### config.mk
export PLATFORM = sky130hd
export DESIGN_NAME = rfgi_ctrl
export DESIGN_NICKNAME = d
export VERILOG_FILES = /design/src/rtl/rfgi_pkg.sv /design/src/rtl/rfgi_ctrl.sv
export SDC_FILE = /design/constraint.sdc
export NUM_CORES = 1
export LEC_CHECK = 0
export ABC_CLOCK_PERIOD_IN_PS = 2700
export BUFFER_PORTS_ARGS = -buffer_cell sky130_fd_sc_hd__buf_2
export CORE_MARGIN = 2
export CORE_UTILIZATION = 49
export DETAILED_ROUTE_END_ITERATION = 6
export GPL_ROUTABILITY_DRIVEN = 1
export PLACE_DENSITY = 0.84
export SYNTH_ARGS = -nofsm -noshare
export SYNTH_HDL_FRONTEND = slang
export SYNTH_SLANG_ARGS = --single-unit
### constraint.sdc
create_clock -name clk_i -period 2.7 [get_ports clk_i]
set_clock_uncertainty 0.1 [all_clocks]
set_input_delay 0.405 -clock clk_i [delete_from_list [all_inputs] [get_ports clk_i]]
set_output_delay 0.405 -clock clk_i [all_outputs]
set_load 0.005 [all_outputs]
### src/rtl/rfgi_pkg.sv
// shared types and constants of the rational function ground-to-image block
// no dependencies; used by every module in rtl/
package rfgi_pkg;

  localparam int DATA_W      = 48;
  localparam int ADDR_W      = 7;
  localparam int TADDR_W     = 5;
  localparam int ACC_W       = 53;
  localparam int STORE_DEPTH = 90;
  localparam int TERMS       = 20;

  localparam logic [DATA_W-1:0] SAT_MAX = 48'h7FFF_FFFF_FFFF;
  localparam logic [DATA_W-1:0] SAT_MIN = 48'h8000_0000_0000;

  // store layout
  localparam logic [ADDR_W-1:0] ADDR_GND_OFS  = 7'd80;
  localparam logic [ADDR_W-1:0] ADDR_LINE_OFS = 7'd86;
  localparam logic [ADDR_W-1:0] ADDR_LINE_SCL = 7'd87;
  localparam logic [ADDR_W-1:0] ADDR_TERMS    = 7'd20;
  localparam logic [ADDR_W-1:0] ADDR_DEPTH    = 7'd90;

  // term indices
  localparam logic [TADDR_W-1:0] T_ONE   = 5'd0;
  localparam logic [TADDR_W-1:0] T_X     = 5'd3;
  localparam logic [TADDR_W-1:0] T_FIRST = 5'd4;
  localparam logic [TADDR_W-1:0] T_LAST  = 5'd19;

  typedef enum logic [4:0] {
    S_IDLE, S_NOFF, S_NSCL, S_NDIV, S_NWAIT,
    S_TRD, S_TMUL, S_TWAIT,
    S_DRD, S_DMUL, S_DWAIT, S_DSAVE,
    S_RDIV, S_RWAIT,
    S_LRD, S_LMUL, S_LWAIT, S_LADD,
    S_OUT
  } rfgi_state_e;

  typedef enum logic [1:0] {TW_ONE, TW_DIVQ, TW_MULR} rfgi_twsel_e;
  typedef enum logic {MA_TERM, MA_RATIO} rfgi_masel_e;
  typedef enum logic {MB_TERM, MB_COEF} rfgi_mbsel_e;
  typedef enum logic {DN_DIFF, DN_DOT} rfgi_dnsel_e;
  typedef enum logic {DD_COEF, DD_DOT} rfgi_ddsel_e;

  typedef struct packed {
    logic                take;
    logic [ADDR_W-1:0]   st_addr;
    logic [TADDR_W-1:0]  ta_addr;
    logic [TADDR_W-1:0]  tb_addr;
    logic                t_we;
    logic [TADDR_W-1:0]  t_waddr;
    rfgi_twsel_e         tw_sel;
    logic                diff_en;
    logic [1:0]          coord_sel;
    logic                mul_start;
    rfgi_masel_e         ma_sel;
    rfgi_mbsel_e         mb_sel;
    logic                div_start;
    rfgi_dnsel_e         dn_sel;
    rfgi_ddsel_e         dd_sel;
    logic                acc_clr;
    logic                acc_add;
    logic                dot_we;
    logic                ratio_we;
    logic                res_we;
    logic [1:0]          k;
    logic                out_load;
  } rfgi_cmd_t;

  typedef struct packed {
    logic mul_done;
    logic div_done;
  } rfgi_sts_t;

  // first factor of each product term
  function automatic logic [TADDR_W-1:0] term_src_a(input logic [TADDR_W-1:0] idx);
    logic [TADDR_W-1:0] r;
    case (idx)
      5'd4, 5'd5, 5'd7:                     r = 5'd1;
      5'd6, 5'd8:                           r = 5'd2;
      5'd9:                                 r = 5'd3;
      5'd10:                                r = 5'd4;
      5'd11, 5'd12, 5'd17:                  r = 5'd7;
      5'd13, 5'd14, 5'd18:                  r = 5'd8;
      5'd15, 5'd16, 5'd19:                  r = 5'd9;
      default:                              r = 5'd0;
    endcase
    return r;
  endfunction

  // second factor of each product term
  function automatic logic [TADDR_W-1:0] term_src_b(input logic [TADDR_W-1:0] idx);
    logic [TADDR_W-1:0] r;
    case (idx)
      5'd7, 5'd13, 5'd15, 5'd17:            r = 5'd1;
      5'd4, 5'd8, 5'd11, 5'd16, 5'd18:      r = 5'd2;
      5'd5, 5'd6, 5'd9, 5'd10, 5'd12,
      5'd14, 5'd19:                         r = 5'd3;
      default:                              r = 5'd0;
    endcase
    return r;
  endfunction

endpackage

### src/rtl/rfgi_ctrl.sv
// controller: sequences normalise, term, dot, ratio and denormalise steps
// depends on rfgi_pkg
module rfgi_ctrl (
  input  logic                 clk_i,
  input  logic                 rst_ni,
  input  logic                 in_valid_i,
  input  logic                 kind_i,
  output logic                 in_ready_o,
  output logic                 out_valid_o,
  input  logic                 out_ready_i,
  output rfgi_pkg::rfgi_cmd_t  cmd_o,
  input  rfgi_pkg::rfgi_sts_t  sts_i
);

  rfgi_pkg::rfgi_state_e state_q, state_d;
  logic [rfgi_pkg::TADDR_W-1:0] cnt_q, cnt_d;
  logic [1:0] k_q, k_d;
  logic out_valid_q, take, out_free;

  assign take     = in_valid_i && (state_q == rfgi_pkg::S_IDLE);
  assign out_free = !out_valid_q || out_ready_i;

  // next state and counters
  always_comb begin
    state_d = state_q;
    cnt_d   = cnt_q;
    k_d     = k_q;
    case (state_q)
      rfgi_pkg::S_IDLE: begin
        if (take && kind_i) begin
          state_d = rfgi_pkg::S_NOFF;
          cnt_d   = '0;
        end
      end
      rfgi_pkg::S_NOFF: state_d = rfgi_pkg::S_NSCL;
      rfgi_pkg::S_NSCL: state_d = rfgi_pkg::S_NDIV;
      rfgi_pkg::S_NDIV: state_d = rfgi_pkg::S_NWAIT;
      rfgi_pkg::S_NWAIT: begin
        if (sts_i.div_done) begin
          if (cnt_q == 5'd2) begin
            cnt_d   = rfgi_pkg::T_FIRST;
            state_d = rfgi_pkg::S_TRD;
          end else begin
            cnt_d   = cnt_q + 5'd1;
            state_d = rfgi_pkg::S_NOFF;
          end
        end
      end
      rfgi_pkg::S_TRD:  state_d = rfgi_pkg::S_TMUL;
      rfgi_pkg::S_TMUL: state_d = rfgi_pkg::S_TWAIT;
      rfgi_pkg::S_TWAIT: begin
        if (sts_i.mul_done) begin
          if (cnt_q == rfgi_pkg::T_LAST) begin
            cnt_d   = '0;
            k_d     = 2'd0;
            state_d = rfgi_pkg::S_DRD;
          end else begin
            cnt_d   = cnt_q + 5'd1;
            state_d = rfgi_pkg::S_TRD;
          end
        end
      end
      rfgi_pkg::S_DRD:  state_d = rfgi_pkg::S_DMUL;
      rfgi_pkg::S_DMUL: state_d = rfgi_pkg::S_DWAIT;
      rfgi_pkg::S_DWAIT: begin
        if (sts_i.mul_done) begin
          if (cnt_q == rfgi_pkg::T_LAST) begin
            state_d = rfgi_pkg::S_DSAVE;
          end else begin
            cnt_d   = cnt_q + 5'd1;
            state_d = rfgi_pkg::S_DRD;
          end
        end
      end
      rfgi_pkg::S_DSAVE: begin
        cnt_d = '0;
        if (k_q == 2'd3) begin
          k_d     = 2'd0;
          state_d = rfgi_pkg::S_RDIV;
        end else begin
          k_d     = k_q + 2'd1;
          state_d = rfgi_pkg::S_DRD;
        end
      end
      rfgi_pkg::S_RDIV: state_d = rfgi_pkg::S_RWAIT;
      rfgi_pkg::S_RWAIT: begin
        if (sts_i.div_done) begin
          if (k_q == 2'd1) begin
            k_d     = 2'd0;
            state_d = rfgi_pkg::S_LRD;
          end else begin
            k_d     = k_q + 2'd1;
            state_d = rfgi_pkg::S_RDIV;
          end
        end
      end
      rfgi_pkg::S_LRD:  state_d = rfgi_pkg::S_LMUL;
      rfgi_pkg::S_LMUL: state_d = rfgi_pkg::S_LWAIT;
      rfgi_pkg::S_LWAIT: begin
        if (sts_i.mul_done) begin
          state_d = rfgi_pkg::S_LADD;
        end
      end
      rfgi_pkg::S_LADD: begin
        if (k_q == 2'd1) begin
          state_d = rfgi_pkg::S_OUT;
        end else begin
          k_d     = k_q + 2'd1;
          state_d = rfgi_pkg::S_LRD;
        end
      end
      rfgi_pkg::S_OUT: begin
        if (out_free) begin
          state_d = rfgi_pkg::S_IDLE;
        end
      end
      default: state_d = rfgi_pkg::S_IDLE;
    endcase
  end

  // command outputs
  always_comb begin
    cmd_o           = '0;
    cmd_o.tw_sel    = rfgi_pkg::TW_MULR;
    cmd_o.ma_sel    = rfgi_pkg::MA_TERM;
    cmd_o.mb_sel    = rfgi_pkg::MB_TERM;
    cmd_o.dn_sel    = rfgi_pkg::DN_DIFF;
    cmd_o.dd_sel    = rfgi_pkg::DD_COEF;
    cmd_o.take      = take;
    cmd_o.k         = k_q;
    cmd_o.coord_sel = cnt_q[1:0];
    case (state_q)
      rfgi_pkg::S_NOFF: begin
        cmd_o.st_addr = rfgi_pkg::ADDR_GND_OFS + 7'({cnt_q, 1'b0});
        cmd_o.t_we    = 1'b1;
        cmd_o.t_waddr = rfgi_pkg::T_ONE;
        cmd_o.tw_sel  = rfgi_pkg::TW_ONE;
      end
      rfgi_pkg::S_NSCL: begin
        cmd_o.st_addr = rfgi_pkg::ADDR_GND_OFS + 7'({cnt_q, 1'b1});
        cmd_o.diff_en = 1'b1;
      end
      rfgi_pkg::S_NDIV: cmd_o.div_start = 1'b1;
      rfgi_pkg::S_NWAIT: begin
        cmd_o.t_we    = sts_i.div_done;
        cmd_o.t_waddr = rfgi_pkg::T_X - cnt_q;
        cmd_o.tw_sel  = rfgi_pkg::TW_DIVQ;
      end
      rfgi_pkg::S_TRD: begin
        cmd_o.ta_addr = rfgi_pkg::term_src_a(cnt_q);
        cmd_o.tb_addr = rfgi_pkg::term_src_b(cnt_q);
      end
      rfgi_pkg::S_TMUL: cmd_o.mul_start = 1'b1;
      rfgi_pkg::S_TWAIT: begin
        cmd_o.t_we    = sts_i.mul_done;
        cmd_o.t_waddr = cnt_q;
      end
      rfgi_pkg::S_DRD: begin
        cmd_o.st_addr = 7'(k_q) * rfgi_pkg::ADDR_TERMS + 7'(cnt_q);
        cmd_o.ta_addr = cnt_q;
        cmd_o.acc_clr = (cnt_q == '0);
      end
      rfgi_pkg::S_DMUL: begin
        cmd_o.mul_start = 1'b1;
        cmd_o.mb_sel    = rfgi_pkg::MB_COEF;
      end
      rfgi_pkg::S_DWAIT: cmd_o.acc_add = sts_i.mul_done;
      rfgi_pkg::S_DSAVE: cmd_o.dot_we = 1'b1;
      rfgi_pkg::S_RDIV: begin
        cmd_o.div_start = 1'b1;
        cmd_o.dn_sel    = rfgi_pkg::DN_DOT;
        cmd_o.dd_sel    = rfgi_pkg::DD_DOT;
      end
      rfgi_pkg::S_RWAIT: cmd_o.ratio_we = sts_i.div_done;
      rfgi_pkg::S_LRD: cmd_o.st_addr = rfgi_pkg::ADDR_LINE_SCL + 7'({k_q, 1'b0});
      rfgi_pkg::S_LMUL: begin
        cmd_o.mul_start = 1'b1;
        cmd_o.ma_sel    = rfgi_pkg::MA_RATIO;
        cmd_o.mb_sel    = rfgi_pkg::MB_COEF;
      end
      rfgi_pkg::S_LWAIT: cmd_o.st_addr = rfgi_pkg::ADDR_LINE_OFS + 7'({k_q, 1'b0});
      rfgi_pkg::S_LADD: cmd_o.res_we = 1'b1;
      rfgi_pkg::S_OUT: cmd_o.out_load = out_free;
      default: cmd_o.take = take;
    endcase
  end

  // state and output valid registers
  always_ff @(posedge clk_i or negedge rst_ni) begin
    if (!rst_ni) begin
      state_q     <= rfgi_pkg::S_IDLE;
      cnt_q       <= '0;
      k_q         <= '0;
      out_valid_q <= 1'b0;
    end else begin
      state_q <= state_d;
      cnt_q   <= cnt_d;
      k_q     <= k_d;
      if (cmd_o.out_load) begin
        out_valid_q <= 1'b1;
      end else if (out_ready_i) begin
        out_valid_q <= 1'b0;
      end
    end
  end

  assign in_ready_o  = (state_q == rfgi_pkg::S_IDLE);
  assign out_valid_o = out_valid_q;

`ifndef SYNTH
  a_point_starts: assert property (@(posedge clk_i) disable iff (!rst_ni)
    (take && kind_i) |=> (state_q == rfgi_pkg::S_NOFF))
    else $error("ground point did not start normalisation");
  a_mul_done_waits: assert property (@(posedge clk_i) disable iff (!rst_ni)
    sts_i.mul_done |-> (state_q == rfgi_pkg::S_TWAIT || state_q == rfgi_pkg::S_DWAIT
                        || state_q == rfgi_pkg::S_LWAIT))
    else $error("multiplier finished outside a wait state");
  a_div_done_waits: assert property (@(posedge clk_i) disable iff (!rst_ni)
    sts_i.div_done |-> (state_q == rfgi_pkg::S_NWAIT || state_q == rfgi_pkg::S_RWAIT))
    else $error("divider finished outside a wait state");
  a_no_overwrite: assert property (@(posedge clk_i) disable iff (!rst_ni)
    cmd_o.out_load |-> (!out_valid_q || out_ready_i))
    else $error("result word overwritten before it was taken");
`endif

endmodule
# Yosys cells after proc, flatten, opt, wreduce, memory -nomap -nowiden
# Memories as Yosys holds them, arrays and structs flattened.
# Cells that the tools add are included.
[word_totals]
memories = 2
output_inout_bits = 45
reg_bits = 13
mem_bits_ro = 192
input_bits = 7
word_cells = 110
latchBits = 0
mem_bits_rw = 0
[classes]
n_eq_ne = 32
bitwise_logic = 0
add_sub_neg = 8
div_mod_pow = 0
shifts = 0
mux = 48
order_cmp = 0
reduce_logical = 15
n_mul = 1
[mem_list]
columns = ["memory", "depth", "width", "read_ports", "rd_ports_with_merged_regs", "wr", "line_no", "text"]
rows = [
  ["(name not given)", 32, 4, 1, 0, 0, "rfgi_pkg.sv:76", "case (idx)"],
  ["(name not given)", 32, 2, 1, 0, 0, "rfgi_pkg.sv:92", "case (idx)"],
]
[op_table]
columns = ["op", "count"]
rows = [
  ["5-bit one-hot mux with 19 select lines", 1],
  ["5-bit two-way mux", 16],
  ["5-bit by 4-bit == test with 1-bit output (second input constant)", 8],
  ["7-bit one-hot mux with 5 select lines", 1],
  ["5-bit one-hot mux with 5 select lines", 1],
  ["5-bit by 3-bit == test with 1-bit output (second input constant)", 4],
  ["5-bit == test (second input constant)", 4],
  ["2-bit two-way mux", 9],
  ["2-bit inequality test (second input constant)", 9],
  ["6-bit one-hot mux with 3 select lines", 1],
  ["5-bit by 2-bit == test with 1-bit output (second input constant)", 3],
  ["7-bit by 3-bit adder with 7-bit output (first input constant)", 2],
  ["7-bit by 6-bit adder with 7-bit output (first input constant)", 2],
  ["1-bit two-way mux", 13],
  ["5-bit zero test", 2],
  ["5-bit one-hot mux with 2 select lines", 1],
  ["2-bit one-hot mux with 4 select lines", 1],
  ["7-bit by 5-bit adder with 7-bit output", 1],
  ["7-bit AND reduction", 1],
  ["3-bit two-way mux", 2],
  ["6-bit AND reduction", 1],
  ["5-bit by 1-bit adder with 5-bit output (second input constant)", 1],
  ["5-bit by 1-bit == test with 1-bit output (second input constant)", 1],
  ["2-bit by 3-bit multiplier with 5-bit output (second input constant)", 1],
  ["16 further kinds", 18],
]

# Depth between registers and ports, before layout
# Gate-level depths: netlist (run 1).
[depth]
ltp_word = 5
ltp_mapped = 9
depth_no_buf = 7

# Worst setup path after synthesis (run 1)
# No wires, ideal clock.
[synth_path]
kind = "register to register"
from = "register cnt_q[2] (netlist bit)"
to = "register cnt_q[3] (netlist bit)"
required_time_ns = 2.499
arrival_ns = 2.613
period_less_slack_ns = 2.814
n_path_buf = 2
setup_time_ns = 0.101
stages_incl_launch_ff = 10
setup_slack_ns = -0.114
path_cell_list = "dfrtp_1 > clkbuf_1 > inv_1 > ha_1 > and3_1 > clkbuf_1 > or4_1 > nand3_2 > or3b_4 > o311ai_2"
[synth_between]
elab_chain_cells = 4
elab_cells_between_ends = 12
classes_between = "1 x add/sub; 3 x eq/ne; 7 x mux; 1 x reduce/logical"
[synth_rtl]
columns = ["item", "line_no", "text"]
rows = [
  ["start: declaration", "rfgi_ctrl.sv:16", "logic [rfgi_pkg::TADDR_W-1:0] cnt_q, cnt_d;"],
  ["start signal: assignment", "rfgi_ctrl.sv:197", "cnt_q <= cnt_d;"],
  ["5-bit by 1-bit adder with 5-bit output (tied with other cells)", "rfgi_ctrl.sv:44, rfgi_ctrl.sv:58, rfgi_ctrl.sv:70", ""],
  ["5-bit two-way mux (on tied branches)", "rfgi_ctrl.sv:67, rfgi_ctrl.sv:40, rfgi_ctrl.sv:53", ""],
  ["5-bit two-way mux (on tied branches)", "rfgi_ctrl.sv:66, rfgi_ctrl.sv:39, rfgi_ctrl.sv:52", ""],
  ["5-bit one-hot mux with 5 select lines", "rfgi_ctrl.sv:28", "case (state_q)"],
]
# Several ways; a longest one is shown, not always the timed one. The select of a mux whose other input is x is not followed.
# A chain may end at the register's enable or synchronous reset.

==> impl_metrics.csv, run 1 <==
group,metric,value,unit
power,p_leak,1.17,nW
logic_synthesis,synth_cell_types,61,
placement,place_area,2430,um^2
critical_path,crit_path_start_kind,"register",
timing,min_period,2570,ps
worst_hold_path,hold_path_class,"in2reg",
drt,drt-pass1-iter-count,6,
layout,multi_input_area,1590,um^2
logic_synthesis,netlist_top_cells_area,"dfrtp_1 (15%), ha_1 (11%), o21ai_0 (4.7%), nand2_1 (4.4%), nor2_1 (4.1%)",
timing,finalWorstSetupSlack,131,ps
timing,max-slew-margin-rel,63.2,%
placement,port_buffers,48,
floorplanning,start_util,51.7,%
critical_path,worst_setup_path_end_kind,"output pin",
global_routing,antenna_found_initial,0,
logic_synthesis,synth_xor_area_share,2.07,%
logic_synthesis,synth.most_common_cell,"nand2_1",
timing,timing.setup.tns,0,ps
drt,drc,0,
critical_path,critical_path.max_fanout,17,
floorplanning,die_h,69.7,um
logic_synthesis,synth_top_family_by_area,"simple AND/OR/NAND/NOR gates",
clock_network,htreeDepth,1,
logic_synthesis,synthSimpleGateAreaFrac,32.5,%
critical_path,timing.rr.end,"state_q[0]",
layout,fin_nets,364,
drt,vias_per_cell,6.39,
clock_network,clkTransAtPathRegs,60,ps
floorplanning,core_area,4090,um^2
timing,grt_setup_unrepaired,"no",
logic_synthesis,synthMuxAreaShare,4.02,%
logic_synthesis,synthAdderAreaFrac,11.6,%
clock_network,cts_tree,"built",
logic_synthesis,synth.cell_area,2110,um^2
status,status,"finished clean",
floorplanning,fp-row-count,23,
drt,routed_wl,6820,um
timing,tightest_slew,551,ps
logic_synthesis,synthFlopType,"dfrtp_1",
critical_path,regToRegStartpoint,"state_q[3]",
job,max_cap_violations,0,
logic_synthesis,synth_compound_area_share,23.7,%
drt,wl_per_cell,17.6,um
logic_synthesis,synth_edf_count,0,
global_routing,grt_util_all_layers,26.8,%
layout,num_antenna_cells,0,
floorplanning,dieArea,4860,um^2
global_routing,grt_pass1_wl,10900,um
logic_synthesis,synth-seq-area-share,15.4,%
critical_path,cp.required,2190,ps
logic_synthesis,synthArstFlopShare,100,%
global_routing,grt_start_max_net_pins,22,
placement,gp_congestion,0.966,
timing,hold_violations,0,
clock_network,cts_max_path_buffers,2,
global_routing,globalRouteOverflowTotal,0,
power,p_per_area,967,nW/um^2
power,peakVddDrop,0.000481,V
layout,drive_above_1_share,27.9,%
critical_path,r2r_cells,5,
logic_synthesis,synthTopCellsByCount,"nand2_1 (25), nor2_1 (23), o21ai_0 (20)",
timing,fmax,389,MHz
worst_hold_path,hold_path_depth,3,
layout,fillerInstances,381,
drt,antenna_left,0,
worst_hold_path,hold_start,"out_ready_i",
timing,slew_violations,0,
logic_synthesis,avgSynthCellArea,7.27,um^2
layout,final_area,2500,um^2
clock_network,clock_latency,240,ps
layout,register_area,332,um^2
clock_network,cts_setup_buffers,0,
clock_network,cts_buffers,3,
drt,vias,2471,
layout,area_growth,18.4,%
floorplanning,die_x,69.7,um
placement,post-place-ws,251,ps
worst_hold_path,hold_end,"out_valid_o",
floorplanning,io_pins,52,
critical_path,critPathArrivalTime,2060,ps
clock_network,cts-root-buf,"clkbuf_8",
layout,final_util,61.3,%
clock_network,cts.sinks,13,
logic_synthesis,ys_warn_count,0,
logic_synthesis,ys_ff_latch,13,
logic_synthesis,yosysTopAreaCellShare,15.4,%
critical_path,path_class,"reg2out",
timing,finalSetupViolCount,0,
critical_path,reg2reg_setup_slack,280,ps
global_routing,grt_pass1_vias,2196,
logic_synthesis,yosys.area.top_type,"dfrtp_1",
drt,initialDrtViolationCount,304,
timing,min_period_over_period,95.2,%
placement,dp_hpwl,5000,um
logic_synthesis,netlist_instances,291,
sequential cells by signal, indices dropped and copies added (netlist names):
name and flops:
cnt_q 5, state_q 5, k_q 2, out_valid_o 1
per-layer routing:
| layer | routed length, um | track usage, % | vias up |
|---|---|---|---|
| met3 | 496 | 3.20 | 15 |
| met1 | 2970 | 38.0 | 1186 |
| met5 | 0 | 0 | - |
| met2 | 3190 | 43.2 | 134 |
| li1 | - | - | 1136 |
| met4 | 162 | 7.26 | 0 |
kinds of logic (layout without fill, tap and decap cells):
logic type | Yosys count | in the layout
adder cells (fa/ha/maj) | 19 | 19
AND/OR/NAND/NOR | 125 | 125
XOR/XNOR | 5 | 5
AO/OA/AOI/OAI | 73 | 73
buffers and inverters | 47 | 91
flip-flops | 13 | 13
other | 1 | 3
multiplexers | 8 | 8
layout by cell type (no fill, tap or decap), types with 4 or more instances in the layout:
cell      netlist  final
nand2_1        25     25
nor2b_1         6      6
buf_4           7     23
ha_1           18     18
o21ai_0        20     20
dfrtp_1        13      8
mux2i_1         4      4
a22o_1          4      4
or3_1           6      6
nor2_1         23     23
mux2_2          4      4
a21oi_1        13     12
o211ai_1        4      4
nor3_1         15     15
nand3_1        11     11
a31oi_1         6      6
dfrtp_2         0      5
nand3b_1        4      4
buf_2           3     48
nand2b_1        6      5
inv_1          15     15
worst max path at each step:
stage,from,end,slack [ps]
2_1_floorplan,cnt_q[2],cnt_q[3],6
3_5_place_dp,state_q[0],cmd_o[41],250
3_3_place_gp,state_q[2],state_q[0],340
4_1_cts,state_q[1],cmd_o[41],80
5_1_grt,state_q[1],cmd_o[33],2
6_report,state_q[1],cmd_o[41],130
timing repair:
action,4_1_cts,5_1_grt
resized for setup,2,6
setup endpoints to repair,5,7
hold buffers,1,0
hold endpoints to repair,13,0
layout make-up:
class	instances	share of cell area, %
Clock buffer	4	1.80
Inverter	15	2.25
Multi-Input combinational cell	233	63.3
Sequential cell	13	13.2
Tap cell	50	2.50
Timing Repair Buffer	72	16.9
per-stage QoR:
| step | hold slack, ps | instances | power (W) |
|---|---|---|---|
| floorplan | 9.41 | 293 | 0.00160 |
| detailed placement | 223 | 382 | 0.00215 |
| global route | 437 | 387 | 0.00261 |
| global placement | 222 | 382 | 0.00212 |
| finish | 421 | 387 | 0.00242 |
| CTS | 429 | 387 | 0.00235 |
worst max-delay path, stage by stage, from the launching register on:
cell and delay, ps:
dfrtp_2 520, buf_4 210, inv_1 180, nor3_1 90
o21bai_1 470, o211ai_1 180, buf_2 170
report_power, final:
part           internal (W)  switching (W)  total, W  leakage [nW]
sequential         0.000265       0.000185  0.000450         0.164
combinational      0.000765        0.00102   0.00179         0.984
clock              0.000104      0.0000812  0.000186        0.0228
total               0.00113        0.00129   0.00242          1.17
Note: power is estimated with default switching activity, not from simulation.
==> run 2, diff against run 1 <==
--- a/config.mk
+++ b/config.mk
@@ -12,6 +12,7 @@
 export DETAILED_ROUTE_END_ITERATION = 6
 export GPL_ROUTABILITY_DRIVEN = 1
 export PLACE_DENSITY = 0.84
+export REMOVE_ABC_BUFFERS = 1
 export SYNTH_ARGS = -nofsm -noshare
 export SYNTH_HDL_FRONTEND = slang
 export SYNTH_SLANG_ARGS = --single-unit
==> impl_metrics.csv, run 2 (same netlist as run 1, synthesis figures left out) <==
group,metric,value,unit
drt,vias,2428,
placement,port_buffers,48,
power,p_leak,1.19,nW
floorplanning,dieArea,4860,um^2
worst_hold_path,hold_path_depth,3,
timing,hold_violations,0,
layout,final_common_cell,"buf_2",
worst_hold_path,hold_path_class,"in2reg",
power,p_clk_share,7.7,%
global_routing,antenna_found_initial,0,
timing,finalWorstSetupSlack,107,ps
layout,mostFrequentLayoutCells,"buf_2 (48), buf_4 (26), nand2_1 (25)",
power,p_per_area,953,nW/um^2
drt,routed_wl,6520,um
critical_path,cpPeakStageDelay,520,ps
global_routing,grt_start_max_net_pins,21,
critical_path,cpMaxStageDelayCell,"dfrtp_2",
global_routing,grt_pass1_vias,2226,
clock_network,cts_max_path_buffers,2,
status,status,"finished clean",
floorplanning,start_util,51.7,%
critical_path,reg2reg_setup_slack,300,ps
clock_network,cts.sinks,13,
floorplanning,core_area,4090,um^2
clock_network,cts-root-buf,"clkbuf_8",
drt,drc,0,
power,p_sw,0.00126,W
critical_path,timing.rr.end,"cnt_q[3]",
placement,post-place-ws,263,ps
critical_path,cp.required,2190,ps
critical_path,worst_setup_path_end_kind,"output pin",
timing,fmax,386,MHz
timing,slew_violations,0,
global_routing,grt_util_all_layers,25.9,%
critical_path,crit_path_start_kind,"register",
drt,initialDrtViolationCount,296,
critical_path,r2r_cells,5,
timing,timing.setup.tns,0,ps
placement,gp_congestion,0.952,
critical_path,path_delay_family,"simple AND/OR/NAND/NOR gates",
power,internal-power,0.00115,W
layout,num_antenna_cells,0,
global_routing,grt_pass1_wl,10500,um
floorplanning,io_pins,52,
critical_path,critPathArrivalTime,2090,ps
power,peakVddDrop,0.000637,V
floorplanning,die_x,69.7,um
job,max_cap_violations,0,
drt,antenna_left,0,
floorplanning,fp-row-count,23,
placement,dp_hpwl,4840,um
drt,drt-pass1-iter-count,6,
layout,fin_nets,367,
drt,vias_per_cell,6.23,
timing,finalSetupViolCount,0,
layout,area_growth,19.8,%
layout,drive_above_1_share,28.2,%
drt,wl_per_cell,16.7,um
global_routing,use_met3,4.80,%
clock_network,clock_latency,250,ps
clock_network,htreeDepth,1,
power,p_sw_share,52.3,%
worst_hold_path,hold_start,"out_ready_i",
floorplanning,die_h,69.7,um
critical_path,worst-path-buf-inv,1,
global_routing,grt_use_met2,42.9,%
global_routing,grt_use_met1,35.5,%
timing,grt_setup_unrepaired,"no",
worst_hold_path,hold_end,"out_valid_o",
global_routing,globalRouteOverflowTotal,0,
critical_path,critical_path.max_fanout,18,
global_routing,grt-busiest-layer,"met2",
clock_network,cts_buffers,3,
timing,min_period,2590,ps
clock_network,clkTransAtPathRegs,60,ps
critical_path,path_class,"reg2out",
power,pwr-share-comb,73.6,%
clock_network,cts_tree,"built",
critical_path,regToRegStartpoint,"state_q[2]",
power,seqPwrFrac,18.6,%
layout,reg.largest.list,"cnt_q (5), state_q (5), k_q (2)",
critical_path,worstPathCellList,"nand2b_1 -> and2_1 -> or4_1 -> o221ai_1 -> buf_2",
timing,min_period_over_period,96.0,%
## run 2: final cells by class
| class | instances | area (um^2) |
|---|---|---|
| Clock buffer | 4 | 45.0 |
| Fill cell | 351 | 1550 |
| Inverter | 15 | 56.3 |
| Multi-Input combinational cell | 233 | 1590 |
| Sequential cell | 13 | 333 |
| Tap cell | 50 | 62.6 |
| Timing Repair Buffer | 75 | 445 |
## run 2: worst max path at each step
stage | start | to | slack, ps | cells past startpoint
2_1_floorplan | cnt_q[2] | cnt_q[3] | 100 | 7
3_3_place_gp | state_q[0] | cmd_o[37] | 290 | 5
3_5_place_dp | state_q[2] | cnt_q[3] | 260 | 5
4_1_cts | state_q[1] | cmd_o[37] | 40 | 5
5_1_grt | state_q[0] | cmd_o[37] | 20 | 5
6_report | state_q[1] | cmd_o[37] | 110 | 5
## run 2: through the flow
step	cells	power (W)	utilization, %	hold slack [ps]	cell area (um^2)
after floorplan	261	0.00149	-	9.41	1960
after global placement	385	0.00211	60.1	221	2450
after detailed placement	385	0.00216	60.1	225	2450
after CTS	390	0.00236	61.5	393	2510
after global routing	390	0.00262	62.0	455	2530
final	390	0.00241	62.0	391	2530
## run 2: what timing repair did
item	4_1_cts	5_1_grt
pin swaps	0	0
resized for setup	2	6
buffers inserted	0	0
setup endpoints to repair	3	10
hold buffers	1	0
hold endpoints to repair	13	0
## run 2: tightest hold or removal path: cells and delay by family
kind	cells	cell delay, ps
compound gates	1	90
buf+inv	1	70
simple gates	1	120
## run 2: power groups by stage
stage | Clock [W] | Combinational, W | Sequential [W]
floorplan | 0 | 0.000985 | 0.000504
global placement | 0 | 0.00168 | 0.000423
detailed placement | 0 | 0.00173 | 0.000431
CTS | 0.000186 | 0.00174 | 0.000432
global route | 0.000193 | 0.00195 | 0.000471
finish | 0.000187 | 0.00178 | 0.000450
## run 2: layer usage
metal | up-vias | wire, um
met2 | 136 | 3110
li1 | 1140 | -
met5 | - | 0
met1 | 1136 | 2770
met4 | 0 | 110
met3 | 16 | 531
==> run 3, diff against run 2 <==
--- a/config.mk
+++ b/config.mk
@@ -8,10 +8,10 @@
 export ABC_CLOCK_PERIOD_IN_PS = 2700
 export BUFFER_PORTS_ARGS = -buffer_cell sky130_fd_sc_hd__buf_2
 export CORE_MARGIN = 2
-export CORE_UTILIZATION = 49
+export CORE_UTILIZATION = 40
 export DETAILED_ROUTE_END_ITERATION = 6
 export GPL_ROUTABILITY_DRIVEN = 1
-export PLACE_DENSITY = 0.84
+export PLACE_DENSITY = 0.72
 export REMOVE_ABC_BUFFERS = 1
 export SYNTH_ARGS = -nofsm -noshare
 export SYNTH_HDL_FRONTEND = slang
==> impl_metrics.csv, run 3 (same netlist as run 1, synthesis figures left out) <==
group,metric,value,unit
status,status,"finished clean",
critical_path,startpoint,"state_q[1]",
timing,timing.setup.tns,0,ps
floorplanning,die_x,76.7,um
critical_path,regToRegStartpoint,"cnt_q[0]",
floorplanning,die_h,76.7,um
global_routing,grt_util_all_layers,22.3,%
timing,finalSetupViolCount,0,
timing,slew_violations,0,
placement,post-place-cells,407,
worst_hold_path,hold_start,"out_ready_i",
timing,finalWorstSetupSlack,91.6,ps
layout,reg.largest.list,"cnt_q (5), state_q (5), k_q (2)",
layout,num_antenna_cells,0,
layout,final_util,50.2,%
layout,final_common_cell,"buf_2",
critical_path,path_class,"reg2out",
placement,post-place-ws,267,ps
layout,mostFrequentLayoutCells,"buf_2 (48), buf_4 (28), nand2_1 (25)",
drt,wl_per_cell,15.9,um
timing,fmax,383,MHz
clock_network,cts_tree,"built",
timing,hold_violations,0,
global_routing,grt_start_max_net_pins,22,
clock_network,cts_buffers,3,
global_routing,antenna_found_initial,0,
timing,grt_setup_unrepaired,"no",
clock_network,cts_max_path_buffers,2,
drt,vias_per_cell,5.73,
placement,gp_congestion,0.932,
global_routing,grt_pass1_vias,2258,
layout,drive_above_1_share,28.4,%
placement,dp_hpwl,4980,um
global_routing,grt_pass1_wl,10800,um
critical_path,crit_path_start_kind,"register",
clock_network,cts.sinks,13,
drt,antenna_left,0,
worst_hold_path,hold_path_depth,3,
job,max_cap_violations,0,
worst_hold_path,hold_path_class,"in2reg",
timing,min_period_over_period,96.6,%
floorplanning,io_pins,52,
clock_network,cts-root-buf,"clkbuf_8",
layout,area_growth,21.3,%
clock_network,htreeDepth,1,
timing,min_period,2610,ps
power,p_per_area,946,nW/um^2
layout,fin_nets,369,
drt,vias,2361,
power,peakVddDrop,0.000485,V
placement,port_buffers,48,
global_routing,globalRouteOverflowTotal,0,
floorplanning,dieArea,5880,um^2
layout,fillerInstances,512,
power,p_leak,1.19,nW
drt,initialDrtViolationCount,222,
critical_path,critical_path.max_fanout,17,
drt,drc,0,
critical_path,r2r_cells,7,
clock_network,cts_setup_buffers,0,
floorplanning,start_util,41.4,%
floorplanning,fp-row-count,26,
drt,routed_wl,6530,um
clock_network,clkTransAtPathRegs,60,ps
floorplanning,core_area,5110,um^2
critical_path,critPathArrivalTime,2100,ps
drt,drt-pass1-iter-count,6,
clock_network,clock_latency,250,ps
critical_path,cp.required,2190,ps
layout,final_cells,412,
critical_path,worst_setup_path_end_kind,"output pin",
==> run 3: cell count changes in the layout (fill, tap and decap cells not counted) <==
| cell | change |
|---|---|
| nor3_2 | -1 |
| dfrtp_4 | -1 |
| dfrtp_2 | +1 |
| buf_4 | +2 |
| nor3_1 | +1 |
==> run 3: metal layers <==
layer / global-route usage [%] / share of wire [%] / vias up
met3: 3.53 / 7.0 / 12
met4: 8.73 / 2.3 / 0
li1: - / - / 1151
met1: 30.6 / 45 / 1087
met2: 34.8 / 46 / 111
met5: 0 / 0 / -
==> run 3: cell type report <==
| cell class | instances | area (um^2) | area share (%) |
|---|---|---|---|
| repair buffers | 77 | 460 | 18.0 |
| multi-input cells | 233 | 1590 | 61.8 |
| clock buffers | 4 | 45.0 | 1.76 |
| inverters | 15 | 56.3 | 2.20 |
| flip-flops and latches | 13 | 330 | 12.9 |
| well taps | 70 | 87.6 | 3.41 |
==> run 3: report_power, final <==
group | switching [W] | internal, W | leakage [nW]
logic | 0.00101 | 0.000791 | 1.01
clock network | 0.0000826 | 0.000105 | 0.0228
registers | 0.000173 | 0.000264 | 0.165
==> run 3: final timing paths <==
check	to	slack (ps)
hold reg to reg	out_valid_o	440
setup reg to reg	cnt_q[3]	280
hold / removal	out_valid_o	400
min in group asynchronous	state_q[3]	490
max in group asynchronous	state_q[0]	1730
setup / recovery	cmd_o[36]	90
==> run 3: worst max-delay path, stage by stage, from the launching register on <==
cell	delay, ps
dfrtp_2	520
nand2b_1	230
and2_1	180
or4_1	530
o221ai_1	240
buf_2	150
==> run 3: what timing repair did <==
action | in CTS | in global routing
endpoints found under the hold margin | 13 | 0
setup endpoints to repair | 2 | 7
gates resized for setup | 1 | 5
hold buffers | 1 | 0
==> run 3: metrics by stage <==
stage | cell area, um^2 | hold slack (ps) | total power, W
6_report | 2560 | 397 | 0.00243
5_1_grt | 2560 | 421 | 0.00265
3_5_place_dp | 2490 | 228 | 0.00219
4_1_cts | 2550 | 398 | 0.00239
3_3_place_gp | 2490 | 226 | 0.00217
2_1_floorplan | 1960 | 9.41 | 0.00149
